==> config.mk <==
export PLATFORM = sky130hd
export DESIGN_NAME = demand_paging_lru_translator_unit
export DESIGN_NICKNAME = d
export VERILOG_FILES = /design/src/hw/rtl/dplt_pkg.sv /design/src/hw/rtl/dplt_ctrl.sv /design/src/hw/rtl/dplt_dpath.sv /design/src/hw/rtl/demand_paging_lru_translator_unit.sv
export SDC_FILE = /design/constraint.sdc
export NUM_CORES = 1
export LEC_CHECK = 0
export BUFFER_PORTS_ARGS = -buffer_cell sky130_fd_sc_hd__buf_2
export CORE_MARGIN = 2
export CORE_UTILIZATION = 30
export CTS_BUF_LIST = sky130_fd_sc_hd__clkbuf_16
export DETAILED_ROUTE_END_ITERATION = 6
export PLACE_DENSITY = 0.54
export SLEW_MARGIN = 25
export SYNTH_ARGS = -nofsm -noshare
export SYNTH_HDL_FRONTEND = slang
export SYNTH_SLANG_ARGS = --single-unit
==> constraint.sdc <==
create_clock -name clk -period 4.75 [get_ports clk]
set_input_delay 0.475 -clock clk [delete_from_list [all_inputs] [get_ports clk]]
set_output_delay 0.475 -clock clk [all_outputs]
set_load 0.01 [all_outputs]
==> src/hw/rtl/dplt_pkg.sv <==
// Shared types and constants for the demand-paging LRU translator.
// Used by dplt_ctrl, dplt_dpath and the top level; no dependencies.
`timescale 1ns / 1ps
`default_nettype none

package dplt_pkg;

	localparam int FAULT_BITS = 16;

	typedef enum logic [1:0] {
		ST_IDLE,
		ST_LOOKUP,
		ST_SCAN,
		ST_COMMIT
	} dplt_state_t;

	// controller to datapath
	typedef struct packed {
		logic load;       // capture the address and advance the access stamp
		logic use_entry;  // page is resident: take its frame from the table
		logic take_free;  // claim the lowest free frame
		logic scan_start; // begin the oldest-stamp search
		logic scan_step;  // compare one frame against the current oldest
		logic commit;     // update tables and load the result registers
	} dplt_cmd_t;

	// datapath to controller
	typedef struct packed {
		logic hit;
		logic any_free;
		logic scan_last;
	} dplt_status_t;

endpackage

`default_nettype wire

==> src/hw/rtl/dplt_ctrl.sv <==
// Controller of the translator: sequences lookup, victim search and commit.
// Depends on dplt_pkg for the state type and the command/status structs.
`timescale 1ns / 1ps
`default_nettype none

module dplt_ctrl
	import dplt_pkg::*;
(
	input  wire logic         clk,
	input  wire logic         arst_n,
	input  wire logic         start,
	output logic              busy,
	input  dplt_status_t      status,
	output dplt_cmd_t         cmd
);

	dplt_state_t state_q, state_d;

	always_ff @(posedge clk or negedge arst_n) begin
		if (!arst_n) begin
			state_q <= ST_IDLE;
		end else begin
			state_q <= state_d;
		end
	end

	always_comb begin
		state_d = state_q;
		cmd     = '0;
		busy    = 1'b1;
		case (state_q)
			ST_IDLE: begin
				busy = 1'b0;
				if (start) begin
					cmd.load = 1'b1;
					state_d  = ST_LOOKUP;
				end
			end
			ST_LOOKUP: begin
				if (status.hit) begin
					cmd.use_entry = 1'b1;
					state_d       = ST_COMMIT;
				end else if (status.any_free) begin
					cmd.take_free = 1'b1;
					state_d       = ST_COMMIT;
				end else begin
					cmd.scan_start = 1'b1;
					state_d        = ST_SCAN;
				end
			end
			ST_SCAN: begin
				cmd.scan_step = 1'b1;
				if (status.scan_last) begin
					state_d = ST_COMMIT;
				end
			end
			ST_COMMIT: begin
				cmd.commit = 1'b1;
				state_d    = ST_IDLE;
			end
			default: begin
				state_d = ST_IDLE;
			end
		endcase
	end

endmodule

`default_nettype wire

==> src/hw/rtl/dplt_dpath.sv <==
// Datapath of the translator: page table, frame tables, stamp counter,
// victim search registers and result registers. Depends on dplt_pkg.
`timescale 1ns / 1ps
`default_nettype none

module dplt_dpath
	import dplt_pkg::*;
#(
	parameter int PAGE_BITS   = 5,
	parameter int FRAME_BITS  = 3,
	parameter int OFFSET_BITS = 7,
	parameter int STAMP_BITS  = 32
) (
	input  wire logic                              clk,
	input  wire logic                              arst_n,
	input  dplt_cmd_t                              cmd,
	output dplt_status_t                           status,
	input  wire logic [PAGE_BITS+OFFSET_BITS-1:0]  logical_address,
	output logic                                   done,
	output logic [FRAME_BITS+OFFSET_BITS-1:0]      physical_address,
	output logic                                   page_fault,
	output logic                                   evicted,
	output logic [PAGE_BITS-1:0]                   evicted_page,
	output logic [FAULT_BITS-1:0]                  fault_count
);

	localparam int NUM_PAGES  = 1 << PAGE_BITS;
	localparam int NUM_FRAMES = 1 << FRAME_BITS;

	logic [PAGE_BITS+OFFSET_BITS-1:0] la_q;
	logic [STAMP_BITS-1:0]            stamp_q;
	logic [FAULT_BITS-1:0]            faults_q;

	logic [NUM_PAGES-1:0]             valid_q;
	logic [FRAME_BITS-1:0]            entry_frame_q [NUM_PAGES];
	logic [NUM_FRAMES-1:0]            free_q;
	logic [STAMP_BITS-1:0]            last_use_q    [NUM_FRAMES];
	logic [PAGE_BITS-1:0]             owner_q       [NUM_FRAMES];

	logic [FRAME_BITS-1:0]            frame_q;
	logic                             fault_q;
	logic                             evict_q;
	logic [FRAME_BITS-1:0]            idx_q;
	logic [FRAME_BITS-1:0]            best_q;
	logic [STAMP_BITS-1:0]            oldest_q;
	logic                             done_q;

	logic [PAGE_BITS-1:0]             page;
	logic [OFFSET_BITS-1:0]           offset;
	logic [FRAME_BITS-1:0]            free_idx;
	logic                             older;
	logic [PAGE_BITS-1:0]             victim_page;

	assign offset = la_q[OFFSET_BITS-1:0];
	assign page   = la_q[OFFSET_BITS +: PAGE_BITS];

	// lowest free frame above the reserved frame 0
	always_comb begin
		free_idx = '0;
		for (int k = NUM_FRAMES - 1; k >= 1; k--) begin
			if (free_q[k]) begin
				free_idx = FRAME_BITS'(k);
			end
		end
	end

	// a tie moves the choice to the later, higher frame
	assign older       = last_use_q[idx_q] <= oldest_q;
	assign victim_page = owner_q[frame_q];

	assign status.hit       = valid_q[page];
	assign status.any_free  = |free_q[NUM_FRAMES-1:1];
	assign status.scan_last = &idx_q;

	// control and reset-valued state
	always_ff @(posedge clk or negedge arst_n) begin
		if (!arst_n) begin
			stamp_q  <= '0;
			faults_q <= '0;
			valid_q  <= '0;
			free_q   <= {{(NUM_FRAMES-1){1'b1}}, 1'b0};
			for (int k = 0; k < NUM_FRAMES; k++) begin
				last_use_q[k] <= '0;
			end
			done_q   <= 1'b0;
		end else begin
			done_q <= cmd.commit;
			if (cmd.load) begin
				stamp_q <= stamp_q + 1'b1;
			end
			if (cmd.take_free) begin
				free_q[free_idx] <= 1'b0;
			end
			if (cmd.commit) begin
				last_use_q[frame_q] <= stamp_q;
				if (fault_q) begin
					if (evict_q) begin
						valid_q[victim_page] <= 1'b0;
					end
					valid_q[page] <= 1'b1;
					if (faults_q != '1) begin
						faults_q <= faults_q + 1'b1;
					end
				end
			end
		end
	end

	// payload and undefined-until-written stores
	always_ff @(posedge clk) begin
		if (cmd.load) begin
			la_q <= logical_address;
		end
		if (cmd.use_entry) begin
			frame_q <= entry_frame_q[page];
			fault_q <= 1'b0;
			evict_q <= 1'b0;
		end
		if (cmd.take_free) begin
			frame_q <= free_idx;
			fault_q <= 1'b1;
			evict_q <= 1'b0;
		end
		if (cmd.scan_start) begin
			idx_q    <= FRAME_BITS'(1);
			best_q   <= FRAME_BITS'(1);
			oldest_q <= last_use_q[1];
			fault_q  <= 1'b1;
			evict_q  <= 1'b1;
		end
		if (cmd.scan_step) begin
			if (older) begin
				oldest_q <= last_use_q[idx_q];
				best_q   <= idx_q;
			end
			frame_q <= older ? idx_q : best_q;
			idx_q   <= idx_q + 1'b1;
		end
		if (cmd.commit) begin
			if (fault_q) begin
				entry_frame_q[page] <= frame_q;
				owner_q[frame_q]    <= page;
			end
			physical_address <= {frame_q, offset};
			page_fault       <= fault_q;
			evicted          <= evict_q;
			evicted_page     <= evict_q ? victim_page : '0;
			fault_count      <= (fault_q && faults_q != '1) ? faults_q + 1'b1 : faults_q;
		end
	end

	assign done = done_q;

endmodule

`default_nettype wire

==> src/hw/rtl/demand_paging_lru_translator_unit.sv <==
// Top level of the demand-paging LRU translator: controller plus datapath.
// Depends on dplt_pkg, dplt_ctrl and dplt_dpath.
//
//   port group        dir  handshake      contents
//   start/busy        in   start & !busy  logical_address
//   done              out  strobe, 1 cyc  physical_address, page_fault, evicted,
//                                         evicted_page, fault_count
//
// A resident page or a fault with a free frame goes from accept to result
// through accept, lookup and commit. A fault with no free frame adds one scan
// step per frame 1 .. 2**FRAME_BITS-1 for the oldest-stamp search. busy is low
// in the cycle that done is high, so the next item may be taken then. Reset
// clears the page table valid bits, frees frames 1 and up, and zeroes stamps
// and the fault count. The receiver cannot stall.
`timescale 1ns / 1ps
`default_nettype none

module demand_paging_lru_translator_unit
	import dplt_pkg::*;
#(
	parameter int PAGE_BITS   = 5,
	parameter int FRAME_BITS  = 3,
	parameter int OFFSET_BITS = 7,
	parameter int STAMP_BITS  = 32
) (
	input  wire logic                              clk,
	input  wire logic                              arst_n,
	input  wire logic                              start,
	output logic                                   busy,
	input  wire logic [PAGE_BITS+OFFSET_BITS-1:0]  logical_address,
	output logic                                   done,
	output logic [FRAME_BITS+OFFSET_BITS-1:0]      physical_address,
	output logic                                   page_fault,
	output logic                                   evicted,
	output logic [PAGE_BITS-1:0]                   evicted_page,
	output logic [FAULT_BITS-1:0]                  fault_count
);

	dplt_cmd_t    cmd;
	dplt_status_t status;

	dplt_ctrl u_ctrl (
		.clk    (clk),
		.arst_n (arst_n),
		.start  (start),
		.busy   (busy),
		.status (status),
		.cmd    (cmd)
	);

	dplt_dpath #(
		.PAGE_BITS   (PAGE_BITS),
		.FRAME_BITS  (FRAME_BITS),
		.OFFSET_BITS (OFFSET_BITS),
		.STAMP_BITS  (STAMP_BITS)
	) u_dpath (
		.clk              (clk),
		.arst_n           (arst_n),
		.cmd              (cmd),
		.status           (status),
		.logical_address  (logical_address),
		.done             (done),
		.physical_address (physical_address),
		.page_fault       (page_fault),
		.evicted          (evicted),
		.evicted_page     (evicted_page),
		.fault_count      (fault_count)
	);

endmodule

`default_nettype wire

Yosys cells after proc, flatten, opt, wreduce, memory -nomap -nowiden --
Memory sizes are Yosys's and may differ from the RTL's. A register that Yosys moved wholly into a read port is not among the register bits. Index checks and enable logic that the tools add are counted.
Word-level totals: flip-flop bits (word level) 435, bits in writable memories 136, input port bits 15, output and inout port bits 35, word-level logic and storage cells 128, memories kept 2
Memory list:
- u_dpath.entry_frame_q | words 32, bits a word 3, read ports 1, clocked after Yosys merged registers in 1, write ports 1, RTL line dplt_dpath.sv:35 | logic [FRAME_BITS-1:0] entry_frame_q [NUM_PAGES];
- u_dpath.owner_q | words 8, bits a word 5, read ports 1, clocked after Yosys merged registers in 1, write ports 1, RTL line dplt_dpath.sv:38 | logic [PAGE_BITS-1:0] owner_q [NUM_FRAMES];
Cells by class: $add $sub $neg 3, $lt $le $gt $ge 10, eq/ne operators 6, multiplexer cells 59, bitwise gates (word level) 7, reductions and logical operators 15
Operators with widths (number):
- 2-to-1 mux 32 bit | 9
- bitwise mux 256 bit | 1
- binary-select mux 32 bit (select 3 bit) | 1
- demux 32 bit (select 3 bit) | 1
- 2-to-1 mux 3 bit | 18
- adder 32 x 1 -> 32 bit (second input constant) | 1
- bitwise AND 32 bit | 1
- less-or-equal comparator 32 bit | 1
- inverter 32 bit | 1
- OR 32 bit | 1
- 2-to-1 mux 1 bit | 19
- adder 16 x 1 -> 16 bit (second input constant) | 1
- 2-to-1 mux 16 bit | 1
- inequality test 16 bit (second input constant) | 1
- less-than comparator 5 x 6 -> 1 bit (second input constant) | 2
- demux 1 bit (select 5 bit) | 2
- greater-or-equal comparator 5 x 1 -> 1 bit (second input constant) | 2
- bitwise AND 8 bit | 1
- greater-or-equal comparator 4 bit (second input constant) | 2
- inverter 3 -> 4 bit | 2
- inverter 8 bit | 1
- one-hot mux 2 bit (4 select lines) | 1
- OR reduction 7 bit | 1
- 2-to-1 mux 2 bit | 3
- other kinds (17) | 26

Logic depth before layout (Yosys ltp) --
Gate-level depths: netlist (run 1).
depth after elaboration 13, gate-level depth with buffers 15, depth with buffers taken out 10

Hierarchy --
A second synthesis (run 1) with hierarchy kept.
Second synthesis, totals: cells, all modules 1786, area, all modules 25723.4 um^2
Modules (own cells, without submodules):
- dplt_dpath | times used 1, cells an instance 1765, area each 25507.0 um^2, seq. area each 15133.3 um^2
- dplt_ctrl | times used 1, cells an instance 21, area each 216.5 um^2, seq. area each 50.0 um^2

Worst setup path after synthesis (run 1) --
Ideal clock, no wire load.
kind reg-to-reg, start reg u_dpath.idx_q[0], end reg u_dpath.best_q[0], library setup time 120 ps, arrival 4376 ps, data required time 4630 ps, path slack 253 ps, cell stages (with the launch flop) 15, path buffers 5, clock period less this slack 4497 ps, cell sequence edfxtp_1 > clkbuf_1 > buf_2 > buf_1 > mux4_2 > mux2_2 > ha_1 > nor2b_1 > o211ai_1 > a2111oi_0 > or4b_2 > a221oi_2 > clkbuf_1 > buf_2 > a21oi_1
On the way: longest elaborated chain between the ends 7
Ends and longest elaborated chain:
- start, declared | RTL line dplt_dpath.sv:43 | logic [FRAME_BITS-1:0] idx_q;
- start signal, assigned | RTL line dplt_dpath.sv:137 | idx_q <= idx_q + 1'b1;
- inverter 3 -> 4 bit (implied by the code) | RTL line dplt_dpath.sv:68 | assign older = last_use_q[idx_q] <= oldest_q;
- binary-select mux 32 bit (select 3 bit) | RTL line dplt_dpath.sv:68
- 2-to-1 mux 32 bit (implied by the code) (2 in a row) | RTL line dplt_dpath.sv:68
- less-or-equal comparator 32 bit | RTL line dplt_dpath.sv:68
- 2-to-1 mux 3 bit * | RTL line dplt_dpath.sv:132 | if (older) begin
- 2-to-1 mux 3 bit * | RTL line dplt_dpath.sv:131 | if (cmd.scan_step) begin
- end signal, assigned | RTL line dplt_dpath.sv:134 | best_q <= idx_q;
- end, declared | RTL line dplt_dpath.sv:44 | logic [FRAME_BITS-1:0] best_q;
Every way passes the cells marked *; elsewhere a longest branch is shown, timed or not. The select of a mux whose other input is x is not followed. A chain may end at the register's enable or synchronous reset.

Worst setup path in the final report (run 1) --
start reg u_dpath.idx_q[0], end reg u_dpath.frame_q[2], data pin
On the way: longest elaborated chain between the ends 7
Ends and longest elaborated chain:
- inverter 3 -> 4 bit (implied by the code) | RTL line dplt_dpath.sv:68
- binary-select mux 32 bit (select 3 bit) | RTL line dplt_dpath.sv:68
- 2-to-1 mux 32 bit (implied by the code) (2 in a row) | RTL line dplt_dpath.sv:68
- less-or-equal comparator 32 bit | RTL line dplt_dpath.sv:68
- 2-to-1 mux 3 bit | RTL line dplt_dpath.sv:136 | frame_q <= older ? idx_q : best_q;
- 2-to-1 mux 3 bit | RTL line dplt_dpath.sv:131
- end signal, assigned | RTL line dplt_dpath.sv:115 | frame_q <= entry_frame_q[page];
- end signal, assigned | RTL line dplt_dpath.sv:120 | frame_q <= free_idx;
- end signal, assigned | RTL line dplt_dpath.sv:136
- end, declared | RTL line dplt_dpath.sv:40 | logic [FRAME_BITS-1:0] frame_q;
Every way passes these cells. The select of a mux whose other input is x is not followed.

==> report_table.html, run 1 <==
<table>
<tr><th>Metric</th><th>Value</th></tr>
<tr><th colspan="2">Status</th></tr>
<tr><td>Outcome</td><td>finished clean</td></tr>
<tr><th colspan="2">Detailed routing</th></tr>
<tr><td>Total number of vias</td><td>14740</td></tr>
<tr><td>DRT Pass-1 Iters</td><td>7</td></tr>
<tr><td>Final antenna-violating net count</td><td>0</td></tr>
<tr><td>Via density</td><td>4.858</td></tr>
<tr><td>Overall routed net length</td><td>57.62 mm</td></tr>
<tr><td>Routed wirelength normalized by instance count</td><td>about 19 um</td></tr>
<tr><td>Iter 0 DRT Violations</td><td>~910</td></tr>
<tr><td>DR DRC count</td><td>0</td></tr>
<tr><th colspan="2">Clocking</th></tr>
<tr><td>CTS tree</td><td>yes</td></tr>
<tr><td>Number of buffers added for setup after CTS</td><td>0</td></tr>
<tr><td>Number of hold-repair buffers added at the cts stage</td><td>1</td></tr>
<tr><td>Root Driver</td><td>clkbuf_16</td></tr>
<tr><td># resized after CTS</td><td>0</td></tr>
<tr><td>Clock latency reported for the late side of the worst-skew pair</td><td>0.60 ns</td></tr>
<tr><td>H-tree Lvls</td><td>3</td></tr>
<tr><td>Clock buffers created by TritonCTS</td><td>66</td></tr>
<tr><td>Num Clock Sinks</td><td>578</td></tr>
<tr><td>Max Root-Sink Buffers</td><td>3</td></tr>
<tr><td>Clock edge transition at the registers on the reported setup and hold paths</td><td>0.06 ns</td></tr>
<tr><th colspan="2">Timing</th></tr>
<tr><td>Pins over their slew limit</td><td>0</td></tr>
<tr><td>Fmax</td><td>around 230 MHz</td></tr>
<tr><td>Final critical-path required period</td><td>4.323 ns</td></tr>
<tr><td>Final setup skew</td><td>roughly 0.032 ns</td></tr>
<tr><td>Number of failing hold endpoints at the final stage</td><td>0</td></tr>
<tr><td>Setup violations, final</td><td>0</td></tr>
<tr><td>Pin slew with the least headroom to its limit</td><td>0.8815 ns</td></tr>
<tr><td>RSZ-0062 raised after global routing</td><td>false</td></tr>
<tr><td>Final-layout setup total negative slack</td><td>0 ns</td></tr>
<tr><td>Final period util</td><td>0.9100</td></tr>
<tr><td>Worst relative slew slack</td><td>0.4123</td></tr>
<tr><th colspan="2">Global routing</th></tr>
<tr><td>Met1 routing resource usage after global routing</td><td>0.1827</td></tr>
<tr><td>Global-route usage over all layers</td><td>0.1336</td></tr>
<tr><td>Via count of the first global-routing pass</td><td>15570</td></tr>
<tr><td>Largest net degree at the start of global routing</td><td>123</td></tr>
<tr><td>Initial antenna violation count</td><td>0</td></tr>
<tr><td>Global-route wire length before repair</td><td>91.81 mm</td></tr>
<tr><td>Met3 layer usage reported by global route</td><td>0.02234</td></tr>
<tr><td>Sum of overflow across all layers after global routing</td><td>0</td></tr>
<tr><td>Global routing's busiest layer</td><td>met2</td></tr>
<tr><td>Global routing met2 resource utilization</td><td>0.2191</td></tr>
<tr><th colspan="2">Final layout</th></tr>
<tr><td>Fill cells</td><td>8199</td></tr>
<tr><td>Area grow syn2layout</td><td>14.00%</td></tr>
<tr><td>Core Util, Final</td><td>0.3440</td></tr>
<tr><td>Most common library cell in the layout ignoring fill and taps</td><td>dfrtp_1</td></tr>
<tr><td>Number of inserted diodes</td><td>0</td></tr>
<tr><td>Share of post-route cells with drive strength above 1</td><td>0.3099</td></tr>
<tr><td>Net count of the finished layout</td><td>between 1500 and 2000</td></tr>
<tr><td>Final non-filler cell area</td><td>0.02924 sq mm</td></tr>
<tr><td>Most frequent cells in the layout</td><td>dfrtp_1 (339), mux2_2 (304), edfxtp_1 (187)</td></tr>
<tr><th colspan="2">Synth</th></tr>
<tr><td>Top FF cell, synth</td><td>dfrtp_1</td></tr>
<tr><td>Nets in the synthesized netlist</td><td>1866</td></tr>
<tr><td>Synthesized area</td><td>0.02565 sq mm</td></tr>
<tr><td>Number of cells produced by synthesis</td><td>between 1500 and 2000</td></tr>
<tr><td>Warning count from the yosys run</td><td>0</td></tr>
<tr><td>Sequential area share after synthesis</td><td>0.5920</td></tr>
<tr><td>Synth unique cells</td><td>61</td></tr>
<tr><td>Async set-or-reset flop fraction in the synthesized netlist</td><td>0.5986</td></tr>
<tr><td>Total of flip-flops plus latches after synthesis</td><td>~580</td></tr>
<tr><td>Number of flops mapped to enable cells by yosys</td><td>between 150 and 200</td></tr>
<tr><td>Avg Synthesized Cell Area</td><td>14.17 sq um</td></tr>
<tr><th colspan="2">Floorplanning</th></tr>
<tr><td>Ports</td><td>50</td></tr>
<tr><td>Total core area</td><td>between 0.08 and 0.09 sq mm</td></tr>
<tr><td>Total Die Area</td><td>0.08785 sq mm</td></tr>
<tr><td>Starting Density</td><td>0.3017</td></tr>
<tr><td>Row count</td><td>107</td></tr>
<tr><td>Die Wd</td><td>296.4 um</td></tr>
<tr><td>Die Y-Extent</td><td>just under 300 um</td></tr>
<tr><th colspan="2">Run</th></tr>
<tr><td>Max Cap Viol</td><td>0</td></tr>
<tr><th colspan="2">Worst hold path</th></tr>
<tr><td>Worst min path class</td><td>in -&gt; reg</td></tr>
<tr><th colspan="2">Setup path</th></tr>
<tr><td>Cell-by-cell listing of the critical path</td><td>buf_12 &gt; mux4_2 &gt; mux2_2 &gt; ha_1 &gt; nand4_1 &gt; nor3_1 &gt; nor3b_1 &gt; buf_4 &gt; nand2_1 &gt; a22oi_1 &gt; mux2i_1 &gt; o21ai_0</td></tr>
<tr><td>Stage delay of the slowest cell on the critical path</td><td>0.57 ns</td></tr>
<tr><td>Crit end category</td><td>flop</td></tr>
<tr><td>Required time of the critical path</td><td>5.06 ns</td></tr>
<tr><td>Worst setup SP type</td><td>flop</td></tr>
<tr><td>Data arrival time at the worst-slack endpoint</td><td>between 4 and 5 ns</td></tr>
<tr><td>Critical path peak fanout</td><td>45</td></tr>
<tr><td>Critical-path top delay cell</td><td>mux4_2</td></tr>
<tr><td>Type of the worst setup path</td><td>reg -&gt; reg</td></tr>
<tr><th colspan="2">Power</th></tr>
<tr><td>Leak</td><td>12.12 nW</td></tr>
<tr><td>Total power per unit cell area</td><td>between 500 and 600 mW/mm^2</td></tr>
<tr><td>Max rail drop VDD</td><td>about 0.43 mV</td></tr>
<tr><th colspan="2">Placed design</th></tr>
<tr><td>Area after DPL</td><td>roughly 0.027 sq mm</td></tr>
<tr><td>Count of buffers inserted at the top-level ports</td><td>a little under 50</td></tr>
<tr><td>Global placer's final weighted congestion</td><td>0.7555</td></tr>
<tr><td>Post-DP HPWL</td><td>35.08 mm</td></tr>
</table>
[where the power goes]
part           leakage [nW]  total (mW)  internal [mW]  switching [mW]
combinational          4.25        4.03           1.62            2.42
sequential             6.81        6.38           5.90           0.482
clock                  1.06        4.66           2.65            2.01
[stage by stage]
step           hold WS [ns]  cells  total power [mW]  setup WS, ns
3_3_place_gp         0.4018   2912             10.45        0.4788
6_report            0.06002   3035             15.08        0.4275
2_1_floorplan        0.1794   1810             9.064        0.2533
4_1_cts             0.02179   3034             15.31        0.3755
5_1_grt             0.03680   3035             15.89       0.09589
3_5_place_dp         0.4092   2912             10.57        0.4131
[synthesized netlist by cell type (9+ instances only)]
cell | instances | area [sq um]
dfrtp_1 | 339 | 8483
mux2_2 | 304 | 3423
edfxtp_1 | 187 | 5615
o21ai_0 | 111 | 555.5
nand2_1 | 103 | 386.6
clkbuf_1 | 95 | 356.6
mux4_2 | 89 | 2004
nor2_1 | 64 | 240.2
mux2i_1 | 59 | 590.6
dfxtp_1 | 45 | 900.9
xnor2_1 | 45 | 394.1
inv_1 | 44 | 165.2
ha_1 | 41 | 513.0
nand3_1 | 23 | 115.1
nand4_1 | 23 | 143.9
a21oi_1 | 19 | 95.09
nor2b_1 | 17 | 106.4
xor2_1 | 16 | 140.1
and2_1 | 15 | 93.84
and3_1 | 14 | 87.58
buf_1 | 14 | 52.55
o22ai_1 | 13 | 81.33
nand2b_1 | 11 | 68.82
nor3_1 | 11 | 55.05
nor4_1 | 9 | 56.30
[layer usage]
layer / routed length (um) / part of all wire / vias up
li1: - / - / 6730
met4: 966 / 0.017 / 0
met1: 27030 / 0.47 / 7723
met3: 2086 / 0.036 / 63
met2: 27540 / 0.48 / 228
met5: 0 / 0 / -
[worst max-delay path: cells and delay by family, from the launching register on]
family / cells / cell delay, ns
AO/OA/AOI/OAI: 2 / 0.55
AND/OR/NAND/NOR: 4 / 0.97
flip-flops: 1 / 0.44
buffers and inverters: 2 / 0.58
adder cells (fa/ha/maj): 1 / 0.32
multiplexers: 3 / 1.18
[cell type report]
cell class | count | area [sq um] | share of cell area
clock inverters | 53 | 284.0 | 0.009713
repair buffers | 87 | 663.1 | 0.02268
inverters | 45 | 168.9 | 0.005776
flip-flops and latches | 578 | 15180 | 0.5192
well taps | 1144 | 1431 | 0.04895
multi-input cells | 1060 | 9809 | 0.3355
clock buffers | 68 | 1702 | 0.05819
[path summary, 6_finish.rpt]
path | from | to | slack (ns) | depth (start not counted)
max | u_dpath.idx_q[0]$_SDFFCE_PN1P_ | u_dpath.frame_q[2]$_DFFE_PN_ | 0.43 | 12
min | logical_address[6] | u_dpath.la_q[6]$_DFFE_PP_ | 0.06 | 1
max reg2reg | u_dpath.idx_q[0]$_SDFFCE_PN1P_ | u_dpath.frame_q[2]$_DFFE_PN_ | 0.43 | 12
min reg2reg | u_dpath.la_q[5]$_DFFE_PP_ | u_dpath.physical_address[5]$_DFFE_PP_ | 0.42 | 0
max in group asynchronous | arst_n | u_dpath.last_use_q[170]$_DFFE_PN0P_ | 3.38 | 3
min in group asynchronous | arst_n | u_dpath.faults_q[5]$_DFFE_PN0P_ | 0.36 | 2
[kinds of logic after synthesis]
family	after synthesis	synth area share
flops	578	0.5920
mux	452	0.2346
simple gates	320	0.06239
compound gates	186	0.04259
buf+inv	172	0.02761
xor+xnor	61	0.02083
fa+ha+maj	41	0.02000
[flip-flops by register name (all words and copies together) (netlist names), 7 cells and up, named ones only]
signal and count:
u_dpath.faults_q 16, u_dpath.last_use_q 256, u_dpath.oldest_q 32, u_dpath.la_q 12
u_dpath.owner_q 40, u_dpath.free_q 7, u_dpath.stamp_q 32, u_dpath.fault_count 16
u_dpath.physical_address 10, u_dpath.valid_q 32, u_dpath.entry_frame_q 96
(Power assumes the default switching activity.)
==> run 2, diff against run 1 <==
Settings changed: SYNTH_HIERARCHICAL set to 1.
==> run 2 against run 1 <==
Clock power is 5.4% higher; highest routed layer unchanged; via count is 1.2% higher; combinational power up 11%; non-clock buffer count increased by 4; first-iteration DRC count rose by 1.6%; setup slack gained 0.075 ns; cell count down 0.56%; flip-flop and latch count is the same.
==> report_table.html, run 2 <==
<table>
<tr><th>Metric</th><th>Value</th></tr>
<tr><th colspan="2">Clocking</th></tr>
<tr><td>Num Clock Sinks</td><td>578 (unchanged)</td></tr>
<tr><td>Clock buffers created by TritonCTS</td><td>69 (+4.5%)</td></tr>
<tr><td>Clock edge transition at the registers on the reported setup and hold paths</td><td>0.06 ns (about the same)</td></tr>
<tr><td>Clock latency reported for the late side of the worst-skew pair</td><td>0.61 ns (about the same)</td></tr>
<tr><td>Max Root-Sink Buffers</td><td>3 (unchanged)</td></tr>
<tr><td>Root Driver</td><td>clkbuf_16</td></tr>
<tr><td>H-tree Lvls</td><td>3 (unchanged)</td></tr>
<tr><td>Number of buffers added for setup after CTS</td><td>0 (unchanged)</td></tr>
<tr><td>CTS tree</td><td>yes</td></tr>
<tr><th colspan="2">Synth</th></tr>
<tr><td>Synthesized area</td><td>0.02572 sq mm (+0.29%)</td></tr>
<tr><td>Top cell type by total area after synthesis</td><td>dfrtp_1</td></tr>
<tr><td>Nets in the synthesized netlist</td><td>1842 (-1.3%)</td></tr>
<tr><td>Warning count from the yosys run</td><td>6 (+6)</td></tr>
<tr><td>Number of cells produced by synthesis</td><td>1786 (-1.3%)</td></tr>
<tr><td>Fraction of synthesized cell area in xor and xnor cells</td><td>0.01975 (-0.001081)</td></tr>
<tr><td>Synth top area cells</td><td>dfrtp_1 (33%), edfxtp_1 (22%), mux2_2 (13%)</td></tr>
<tr><td>Total of flip-flops plus latches after synthesis</td><td>578 (unchanged)</td></tr>
<tr><td>Avg Synthesized Cell Area</td><td>14.40 sq um (+1.6%)</td></tr>
<tr><td>Synth unique cells</td><td>71 (+16%)</td></tr>
<tr><td>Compound-Gate Fraction of Synth Area</td><td>0.03731 (-0.005278)</td></tr>
<tr><td>Number of flops mapped to enable cells by yosys</td><td>187 (unchanged)</td></tr>
<tr><td>Post-synthesis share of cell area spent on and, or, nand and nor gates</td><td>0.06396 (+0.001572)</td></tr>
<tr><td>Cell types with the highest counts after synthesis</td><td>dfrtp_1 (339), mux2_2 (291), edfxtp_1 (187), o21ai_0 (110), mux4_2 (109)</td></tr>
<tr><td>Mux contribution to synthesized area</td><td>0.2399 (+0.005309)</td></tr>
<tr><td>Post-Synth Adder-Cell Area</td><td>0.01994 (-0.00005740)</td></tr>
<tr><td>Cell with the most instances after synthesis</td><td>dfrtp_1</td></tr>
<tr><td>Share of Yosys cell area claimed by the top area cell type</td><td>0.3298 (-0.0009491)</td></tr>
<tr><td>Async set-or-reset flop fraction in the synthesized netlist</td><td>0.5986 (unchanged)</td></tr>
<tr><td>Sequential area share after synthesis</td><td>0.5903 (-0.001699)</td></tr>
<tr><td>Top FF cell, synth</td><td>dfrtp_1</td></tr>
<tr><td>Combinational family with the most area after synthesis</td><td>multiplexers</td></tr>
<tr><th colspan="2">Final layout</th></tr>
<tr><td>Area grow syn2layout</td><td>14.31%</td></tr>
<tr><td>Core Util, Final</td><td>0.3459 (+0.001899)</td></tr>
<tr><td>Share of post-route cells with drive strength above 1</td><td>0.3266 (+0.01669)</td></tr>
<tr><td>Most frequent cells in the layout</td><td>dfrtp_1 (339), mux2_2 (291), edfxtp_1 (187)</td></tr>
<tr><td>Net count of the finished layout</td><td>1874 (-1.1%)</td></tr>
<tr><td>Fill cells</td><td>8146 (-0.65%)</td></tr>
<tr><td>Most common library cell in the layout ignoring fill and taps</td><td>dfrtp_1</td></tr>
<tr><td>Number of inserted diodes</td><td>0 (unchanged)</td></tr>
<tr><td>Top Registers</td><td>u_dpath/last_use_q x256, u_dpath/entry_frame_q x96, u_dpath/owner_q x40</td></tr>
<tr><td>Multi-input logic area</td><td>0.009846 sq mm (+0.37%)</td></tr>
<tr><td>Number of flip-flops under the largest register name</td><td>256 (unchanged)</td></tr>
<tr><td>Finished Layout Cells</td><td>3018 (-0.56%)</td></tr>
<tr><td>Seq. cell area</td><td>0.01518 sq mm (unchanged)</td></tr>
<tr><td>Most flops, register</td><td>u_dpath/last_use_q</td></tr>
<tr><th colspan="2">Floorplanning</th></tr>
<tr><td>Starting Density</td><td>0.3026 (+0.0008684)</td></tr>
<tr><td>Die Y-Extent</td><td>296.8 um (+0.14%)</td></tr>
<tr><td>Row count</td><td>107 (unchanged)</td></tr>
<tr><td>Ports</td><td>50 (unchanged)</td></tr>
<tr><td>Total Die Area</td><td>0.08810 sq mm (+0.28%)</td></tr>
<tr><td>Total core area</td><td>0.08501 sq mm (unchanged)</td></tr>
<tr><td>Die Wd</td><td>296.8 um (+0.14%)</td></tr>
<tr><th colspan="2">Detailed routing</th></tr>
<tr><td>Overall routed net length</td><td>59.53 mm (+3.3%)</td></tr>
<tr><td>Routed wirelength normalized by instance count</td><td>19.73 um (+3.9%)</td></tr>
<tr><td>Iter 0 DRT Violations</td><td>927 (+1.6%)</td></tr>
<tr><td>Final antenna-violating net count</td><td>0 (unchanged)</td></tr>
<tr><td>Total number of vias</td><td>14920 (+1.2%)</td></tr>
<tr><td>DR DRC count</td><td>0 (unchanged)</td></tr>
<tr><td>DRT Pass-1 Iters</td><td>5 (-2)</td></tr>
<tr><td>Via density</td><td>4.942 (+1.7%)</td></tr>
<tr><th colspan="2">Setup path</th></tr>
<tr><td>Required time of the critical path</td><td>5.18 ns (+0.12 ns)</td></tr>
<tr><td>Worst reg2reg startpoint</td><td>u_dpath/idx_q[0]$_SDFFCE_PN1P_</td></tr>
<tr><td>Type of the worst setup path</td><td>reg -&gt; reg</td></tr>
<tr><td>Worst flop-to-flop path endpoint</td><td>u_dpath/frame_q[2]$_DFFE_PN_</td></tr>
<tr><td>Slack of the worst reg-to-reg path</td><td>0.50 ns (+0.07 ns)</td></tr>
<tr><td>Worst setup SP type</td><td>flop</td></tr>
<tr><td>Critical path peak fanout</td><td>50 (+11%)</td></tr>
<tr><td>Data arrival time at the worst-slack endpoint</td><td>4.67 ns (+0.03 ns)</td></tr>
<tr><td>Launch point of the critical path</td><td>u_dpath/idx_q[0]$_SDFFCE_PN1P_</td></tr>
<tr><td>Crit end category</td><td>flop</td></tr>
<tr><td>Capturing element of the worst setup path</td><td>u_dpath/frame_q[2]$_DFFE_PN_</td></tr>
<tr><td>R2R cell count</td><td>11 (-1)</td></tr>
<tr><th colspan="2">Global routing</th></tr>
<tr><td>Sum of overflow across all layers after global routing</td><td>0 (unchanged)</td></tr>
<tr><td>Via count of the first global-routing pass</td><td>15860 (+1.8%)</td></tr>
<tr><td>Global-route usage over all layers</td><td>0.1358 (+0.002186)</td></tr>
<tr><td>Largest net degree at the start of global routing</td><td>104 (-15%)</td></tr>
<tr><td>Initial antenna violation count</td><td>0 (unchanged)</td></tr>
<tr><td>Global-route wire length before repair</td><td>94.72 mm (+3.2%)</td></tr>
<tr><th colspan="2">Power</th></tr>
<tr><td>Max rail drop VDD</td><td>0.4083 mV (-5.0%)</td></tr>
<tr><td>Comb pwr share</td><td>0.281 (+0.014)</td></tr>
<tr><td>Clock share of power</td><td>0.308 (about the same)</td></tr>
<tr><td>Net switching component of the power</td><td>5.392 mW (+9.9%)</td></tr>
<tr><td>Share of total power consumed by net switching</td><td>0.3380 (+0.01261)</td></tr>
<tr><td>Total internal power</td><td>10.56 mW (+3.8%)</td></tr>
<tr><td>Share of total power in sequential cells</td><td>0.411 (-0.012)</td></tr>
<tr><td>Total power per unit cell area</td><td>542.6 mW/mm^2 (+5.2%)</td></tr>
<tr><td>Leak</td><td>12.12 nW (about the same)</td></tr>
<tr><th colspan="2">Timing</th></tr>
<tr><td>Pins over their slew limit</td><td>0 (unchanged)</td></tr>
<tr><td>Fmax</td><td>235.4 MHz (+1.8%)</td></tr>
<tr><td>Final critical-path required period</td><td>4.248 ns (-0.07468 ns)</td></tr>
<tr><td>Setup violations, final</td><td>0 (unchanged)</td></tr>
<tr><td>Worst relative slew slack</td><td>0.3703 (-0.04204)</td></tr>
<tr><td>RSZ-0062 raised after global routing</td><td>false</td></tr>
<tr><td>Final-layout setup total negative slack</td><td>0 ns (unchanged)</td></tr>
<tr><td>Final setup skew</td><td>0.01953 ns (-0.01296 ns)</td></tr>
<tr><td>Final period util</td><td>0.8943 (-0.01572)</td></tr>
<tr><td>Pin slew with the least headroom to its limit</td><td>0.9433 ns (+0.06177 ns)</td></tr>
<tr><td>Number of failing hold endpoints at the final stage</td><td>0 (unchanged)</td></tr>
<tr><th colspan="2">Placed design</th></tr>
<tr><td>Placed cell count</td><td>2888 (-0.82%)</td></tr>
<tr><td>Global placer's final weighted congestion</td><td>0.7701 (+1.9%)</td></tr>
<tr><td>Count of buffers inserted at the top-level ports</td><td>49 (unchanged)</td></tr>
<tr><td>Post-DP HPWL</td><td>36.00 mm (+2.6%)</td></tr>
<tr><th colspan="2">Status</th></tr>
<tr><td>Outcome</td><td>finished clean</td></tr>
<tr><th colspan="2">Run</th></tr>
<tr><td>Max Cap Viol</td><td>0 (unchanged)</td></tr>
<tr><th colspan="2">Worst hold path</th></tr>
<tr><td>Worst min path class</td><td>in -&gt; reg</td></tr>
</table>
run 2: repair_timing:
item / in CTS / in global routing
hold endpoints to repair: 98 / 0
gates resized for setup: 0 / 0
hold buffers: 2 / 0
run 2: per-layer routing:
layer | global-route usage | wire [um]
met1 | 0.1833 | 27170
met2 | 0.2246 | 28840
met3 | 0.02428 | 2439
met4 | 0.03662 | 1091
met5 | 0 | 0
run 2: worst min path at each step:
stage                                   start                               endpoint  cells past startpoint
floorplan                              arst_n          u_ctrl/state_q[0]$_DFFE_PN0P_                      0
detailed placement  u_dpath/la_q[3]$_DFFE_PP_  u_dpath/physical_address[3]$_DFFE_PP_                      0
global route               logical_address[1]              u_dpath/la_q[1]$_DFFE_PP_                      1
finish                     logical_address[5]              u_dpath/la_q[5]$_DFFE_PP_                      1
CTS                        logical_address[5]              u_dpath/la_q[5]$_DFFE_PP_                      1
global placement    u_dpath/la_q[3]$_DFFE_PP_  u_dpath/physical_address[3]$_DFFE_PP_                      0
run 2: kinds of logic (layout without fill, tap and decap cells):
| kind of cell | count (synthesis) | after routing |
|---|---|---|
| mux | 443 | 443 |
| simple gates | 314 | 314 |
| xor+xnor | 58 | 58 |
| buf+inv | 183 | 271 |
| compound gates | 169 | 169 |
| fa+ha+maj | 41 | 41 |
| flops | 578 | 578 |
run 2: worst max-delay path: stages (launching register included):
cell and delay [ns]:
edfxtp_1 0.39, buf_12 0.40, mux4_2 0.56, mux2_2 0.29, ha_1 0.34, nand4_1 0.25
or4_4 0.64, nor2_1 0.17, o22a_1 0.18, buf_4 0.40, a211oi_1 0.18, nor3_1 0.22
run 2: through the flow:
step | power (mW) | worst slack [ns] | hold slack, ns | instance area (sq um)
after floorplan | 9.568 | 0.8289 | 0.1794 | 25720
after global placement | 11.07 | 0.4352 | 0.4064 | 27270
after detailed placement | 11.18 | 0.4633 | 0.4106 | 27270
after CTS | 16.16 | 0.3983 | 0.002469 | 29390
after global routing | 16.78 | 0.2876 | 0.01839 | 29400
final | 15.96 | 0.5022 | 0.03963 | 29400
run 2: area by class of cell:
cell class	instances	area share
clock buffer	71	0.06043
clock inverter	56	0.01094
inverter	53	0.006766
multi-input combinational	1025	0.3349
sequential	578	0.5164
tap	1144	0.04868
timing repair buffer	91	0.02196
run 2: power groups by stage:
stage	Clock [mW]	Combinational, mW	Sequential [mW]
2_1_floorplan	0	3.15	6.42
3_3_place_gp	0	4.45	6.63
3_5_place_dp	0	4.51	6.67
4_1_cts	5.06	4.52	6.58
5_1_grt	5.26	4.86	6.66
6_report	4.91	4.49	6.56
==> run 3, diff against run 2 <==
Settings changed: ABC_AREA set to 1, CORE_UTILIZATION 30 to 50, PLACE_DENSITY 0.54 to 0.76.
==> run 3 against run 2 <==
Clock skew rose by 0.0021 ns; total power is 16% higher; synthesized cell count increased by 57%; critical endpoint is now u_dpath/idx_q[2]$_SDFFCE_PN0P_; combinational power increased by 49%; worst hold slack worse by 0.0070 ns.
==> report_table.html, run 3 <==
<table>
<tr><th>Metric</th><th>Value</th></tr>
<tr><th colspan="2">Status</th></tr>
<tr><td>Outcome</td><td>finished clean</td></tr>
<tr><th colspan="2">Synth</th></tr>
<tr><td>Cell with the most instances after synthesis</td><td>nand2_1</td></tr>
<tr><td>Top cell type by total area after synthesis</td><td>dfrtp_1</td></tr>
<tr><td>Async set-or-reset flop fraction in the synthesized netlist</td><td>0.5986 (unchanged)</td></tr>
<tr><td>Warning count from the yosys run</td><td>6 (unchanged)</td></tr>
<tr><td>Share of Yosys cell area claimed by the top area cell type</td><td>0.3283 (-0.001437)</td></tr>
<tr><td>Mux contribution to synthesized area</td><td>0.0003874 (-0.2396)</td></tr>
<tr><td>Avg Synthesized Cell Area</td><td>9.191 sq um (-36%)</td></tr>
<tr><td>Fraction of synthesized cell area in xor and xnor cells</td><td>0.01559 (-0.004154)</td></tr>
<tr><td>Top FF cell, synth</td><td>dfrtp_1</td></tr>
<tr><td>Post-synthesis share of cell area spent on and, or, nand and nor gates</td><td>0.1714 (+0.1074)</td></tr>
<tr><td>Synth unique cells</td><td>44 (-38%)</td></tr>
<tr><td>Combinational family with the most area after synthesis</td><td>simple AND/OR/NAND/NOR gates</td></tr>
<tr><td>Number of cells produced by synthesis</td><td>2811 (+57%)</td></tr>
<tr><td>Number of flops mapped to enable cells by yosys</td><td>187 (unchanged)</td></tr>
<tr><td>Compound-Gate Fraction of Synth Area</td><td>0.1486 (+0.1113)</td></tr>
<tr><td>Cell types with the highest counts after synthesis</td><td>nand2_1 (589), o21ai_0 (499), dfrtp_1 (339), nor2_1 (337), inv_1 (188)</td></tr>
<tr><td>Synth top area cells</td><td>dfrtp_1 (33%), edfxtp_1 (22%), o21ai_0 (9.7%)</td></tr>
<tr><td>Total of flip-flops plus latches after synthesis</td><td>578 (unchanged)</td></tr>
<tr><td>Post-Synth Adder-Cell Area</td><td>0.01986 (-0.00008692)</td></tr>
<tr><td>Nets in the synthesized netlist</td><td>2867 (+56%)</td></tr>
<tr><td>Synthesized area</td><td>0.02584 sq mm (+0.44%)</td></tr>
<tr><td>Sequential area share after synthesis</td><td>0.5877 (-0.002573)</td></tr>
<tr><th colspan="2">Timing</th></tr>
<tr><td>Final-layout setup total negative slack</td><td>0 ns (unchanged)</td></tr>
<tr><td>Number of failing hold endpoints at the final stage</td><td>0 (unchanged)</td></tr>
<tr><td>Fmax</td><td>230.2 MHz (-2.2%)</td></tr>
<tr><td>Setup violations, final</td><td>0 (unchanged)</td></tr>
<tr><td>Final critical-path required period</td><td>4.344 ns (+0.09582 ns)</td></tr>
<tr><td>Final setup skew</td><td>0.02161 ns (+0.002084 ns)</td></tr>
<tr><td>RSZ-0062 raised after global routing</td><td>false</td></tr>
<tr><td>Worst relative slew slack</td><td>0.3206 (-0.04969)</td></tr>
<tr><td>PnR worst setup slack</td><td>0.4064 ns (-0.09582 ns)</td></tr>
<tr><td>Pin slew with the least headroom to its limit</td><td>1.019 ns (+0.07583 ns)</td></tr>
<tr><td>Final period util</td><td>0.9145 (+0.02017)</td></tr>
<tr><td>Pins over their slew limit</td><td>0 (unchanged)</td></tr>
<tr><th colspan="2">Global routing</th></tr>
<tr><td>Largest net degree at the start of global routing</td><td>173 (+66%)</td></tr>
<tr><td>Initial antenna violation count</td><td>0 (unchanged)</td></tr>
<tr><td>Via count of the first global-routing pass</td><td>19870 (+25%)</td></tr>
<tr><td>Sum of overflow across all layers after global routing</td><td>0 (unchanged)</td></tr>
<tr><td>Global-route usage over all layers</td><td>0.2345 (+0.09874)</td></tr>
<tr><td>Global-route wire length before repair</td><td>102.2 mm (+7.9%)</td></tr>
<tr><th colspan="2">Detailed routing</th></tr>
<tr><td>Overall routed net length</td><td>61.56 mm (+3.4%)</td></tr>
<tr><td>DRT Pass-1 Iters</td><td>5 (unchanged)</td></tr>
<tr><td>Routed wirelength normalized by instance count</td><td>17.50 um (-11%)</td></tr>
<tr><td>Via density</td><td>5.720 (+16%)</td></tr>
<tr><td>DR DRC count</td><td>0 (unchanged)</td></tr>
<tr><td>Total number of vias</td><td>20120 (+35%)</td></tr>
<tr><td>Final antenna-violating net count</td><td>0 (unchanged)</td></tr>
<tr><td>Iter 0 DRT Violations</td><td>2015 (+120%)</td></tr>
<tr><th colspan="2">Placed design</th></tr>
<tr><td>Count of buffers inserted at the top-level ports</td><td>49 (unchanged)</td></tr>
<tr><td>Post-DP HPWL</td><td>37.08 mm (+3.0%)</td></tr>
<tr><td>Global placer's final weighted congestion</td><td>0.8768 (+14%)</td></tr>
<tr><td>Placed cell count</td><td>3409 (+18%)</td></tr>
<tr><td>Setup slack at placement</td><td>0.9547 ns (+0.4913 ns)</td></tr>
<tr><th colspan="2">Setup path</th></tr>
<tr><td>Crit end category</td><td>flop</td></tr>
<tr><td>Type of the worst setup path</td><td>reg -&gt; reg</td></tr>
<tr><td>Required time of the critical path</td><td>5.04 ns (-0.14 ns)</td></tr>
<tr><td>R2R cell count</td><td>8 (-3)</td></tr>
<tr><td>Data arrival time at the worst-slack endpoint</td><td>4.63 ns (-0.04 ns)</td></tr>
<tr><td>Critical path peak fanout</td><td>67 (+34%)</td></tr>
<tr><td>Worst setup SP type</td><td>flop</td></tr>
<tr><th colspan="2">Worst hold path</th></tr>
<tr><td>Worst hold stages</td><td>1 (unchanged)</td></tr>
<tr><td>Worst min path class</td><td>in -&gt; reg</td></tr>
<tr><th colspan="2">Floorplanning</th></tr>
<tr><td>Total core area</td><td>0.05120 sq mm (-40%)</td></tr>
<tr><td>Row count</td><td>83 (-22%)</td></tr>
<tr><td>Total Die Area</td><td>0.05351 sq mm (-39%)</td></tr>
<tr><td>Starting Density</td><td>0.5046 (+0.2020)</td></tr>
<tr><td>Die Wd</td><td>231.3 um (-22%)</td></tr>
<tr><td>Die Y-Extent</td><td>231.3 um (-22%)</td></tr>
<tr><td>Ports</td><td>50 (unchanged)</td></tr>
<tr><th colspan="2">Clocking</th></tr>
<tr><td>Num Clock Sinks</td><td>578 (unchanged)</td></tr>
<tr><td>Number of buffers added for setup after CTS</td><td>0 (unchanged)</td></tr>
<tr><td>Max Root-Sink Buffers</td><td>3 (unchanged)</td></tr>
<tr><td>Clock edge transition at the registers on the reported setup and hold paths</td><td>0.06 ns (about the same)</td></tr>
<tr><td>Clock latency reported for the late side of the worst-skew pair</td><td>0.62 ns (about the same)</td></tr>
<tr><td>H-tree Lvls</td><td>2 (-1)</td></tr>
<tr><td>CTS tree</td><td>yes</td></tr>
<tr><td>Clock buffers created by TritonCTS</td><td>57 (-17%)</td></tr>
<tr><td>Root Driver</td><td>clkbuf_16</td></tr>
<tr><th colspan="2">Final layout</th></tr>
<tr><td>Number of inserted diodes</td><td>0 (unchanged)</td></tr>
<tr><td>Number of flip-flops under the largest register name</td><td>256 (unchanged)</td></tr>
<tr><td>Seq. cell area</td><td>0.01518 sq mm (about the same)</td></tr>
<tr><td>Net count of the finished layout</td><td>2845 (+52%)</td></tr>
<tr><td>Top Registers</td><td>u_dpath/last_use_q x256, u_dpath/entry_frame_q x96, u_dpath/owner_q x40</td></tr>
<tr><td>Most flops, register</td><td>u_dpath/last_use_q</td></tr>
<tr><td>Fill cells</td><td>4412 (-46%)</td></tr>
<tr><td>Area grow syn2layout</td><td>9.550%</td></tr>
<tr><td>Finished Layout Cells</td><td>3518 (+17%)</td></tr>
<tr><td>Most common library cell in the layout ignoring fill and taps</td><td>nand2_1</td></tr>
<tr><td>Most frequent cells in the layout</td><td>nand2_1 (583), o21ai_0 (499), dfrtp_1 (339)</td></tr>
<tr><td>Multi-input logic area</td><td>0.009235 sq mm (-6.2%)</td></tr>
<tr><td>Share of post-route cells with drive strength above 1</td><td>0.07505 (-0.2515)</td></tr>
<tr><th colspan="2">Power</th></tr>
<tr><td>Total power per unit cell area</td><td>651.8 mW/mm^2 (+20%)</td></tr>
<tr><td>Max rail drop VDD</td><td>0.4886 mV (+20%)</td></tr>
<tr><td>Overall power of the completed layout</td><td>18.45 mW (+16%)</td></tr>
<tr><td>Leak</td><td>12.23 nW (+0.88%)</td></tr>
<tr><th colspan="2">Run</th></tr>
<tr><td>Max Cap Viol</td><td>0 (unchanged)</td></tr>
</table>
==> run 3: final timing paths <==
kind / startpoint / endpoint / slack, ns
hold / removal: logical_address[2] / u_dpath/la_q[2]$_DFFE_PP_ / 0.03
setup reg to reg: u_dpath/la_q[7]$_DFFE_PP_ / u_dpath/idx_q[2]$_SDFFCE_PN0P_ / 0.41
min in group asynchronous: arst_n / u_dpath/faults_q[11]$_DFFE_PN0P_ / 0.40
setup / recovery: u_dpath/la_q[7]$_DFFE_PP_ / u_dpath/idx_q[2]$_SDFFCE_PN0P_ / 0.41
max in group asynchronous: arst_n / u_dpath/last_use_q[0]$_DFFE_PN0P_ / 2.90
hold reg to reg: u_dpath/la_q[5]$_DFFE_PP_ / u_dpath/physical_address[5]$_DFFE_PP_ / 0.42
==> run 3: report_power, final <==
group          internal (mW)  switching, mW
Clock                   2.31           1.89
Sequential              6.71          0.835
Combinational           2.20           4.50
Total                   11.2           7.22
==> run 3: critical path, stage by stage, from the launching register on <==
cell      delay [ns]
edfxtp_1        0.85
nor2_1          0.38
a22oi_1         0.25
a31oi_1         0.14
nor4_1          0.29
nand2_1         0.18
nor3b_1         0.56
clkinv_2        0.91
nand2_1         0.43
==> run 3: cell type report <==
class	instances	share of cell area
Sequential cell	578	0.5365
Multi-Input combinational cell	1868	0.3263
Clock buffer	58	0.05128
Tap cell	680	0.03006
Inverter	209	0.02776
Timing Repair Buffer	75	0.01821
Clock inverter	50	0.009902
==> run 3: per-stage QoR <==
stage	hold WS [ns]	util	cell area, sq um
2_1_floorplan	0.1794	-	25840
3_3_place_gp	0.4038	0.5187	26560
3_5_place_dp	0.4172	0.5187	26560
4_1_cts	0.01405	0.5527	28300
5_1_grt	0.02243	0.5528	28300
6_report	0.03263	0.5528	28300
==> run 3: cell families (layout without fill, tap and decap cells) <==
| logic type | count (synthesis) | count (layout) |
|---|---|---|
| AOI/OAI and AO/OA | 699 | 699 |
| xor gates and xnor gates | 46 | 46 |
| adders and majority gates | 41 | 41 |
| buffers and inverters | 365 | 392 |
| DFF | 578 | 578 |
| muxes | 1 | 1 |
| and+or+nand+nor | 1081 | 1081 |
==> run 3: routing by layer <==
layer  up-vias  track usage  part of all wire
met5         -            0                 0
li1       9389            -                 -
met1      9762       0.3183              0.42
met3       149      0.03002             0.074
met2       823       0.3876              0.48
met4         0      0.08609             0.030
==> run 3: repair_timing <==
action	CTS	global route
endpoints found under the hold margin	68	0
hold buffers	1	0
gates resized for setup	0	0
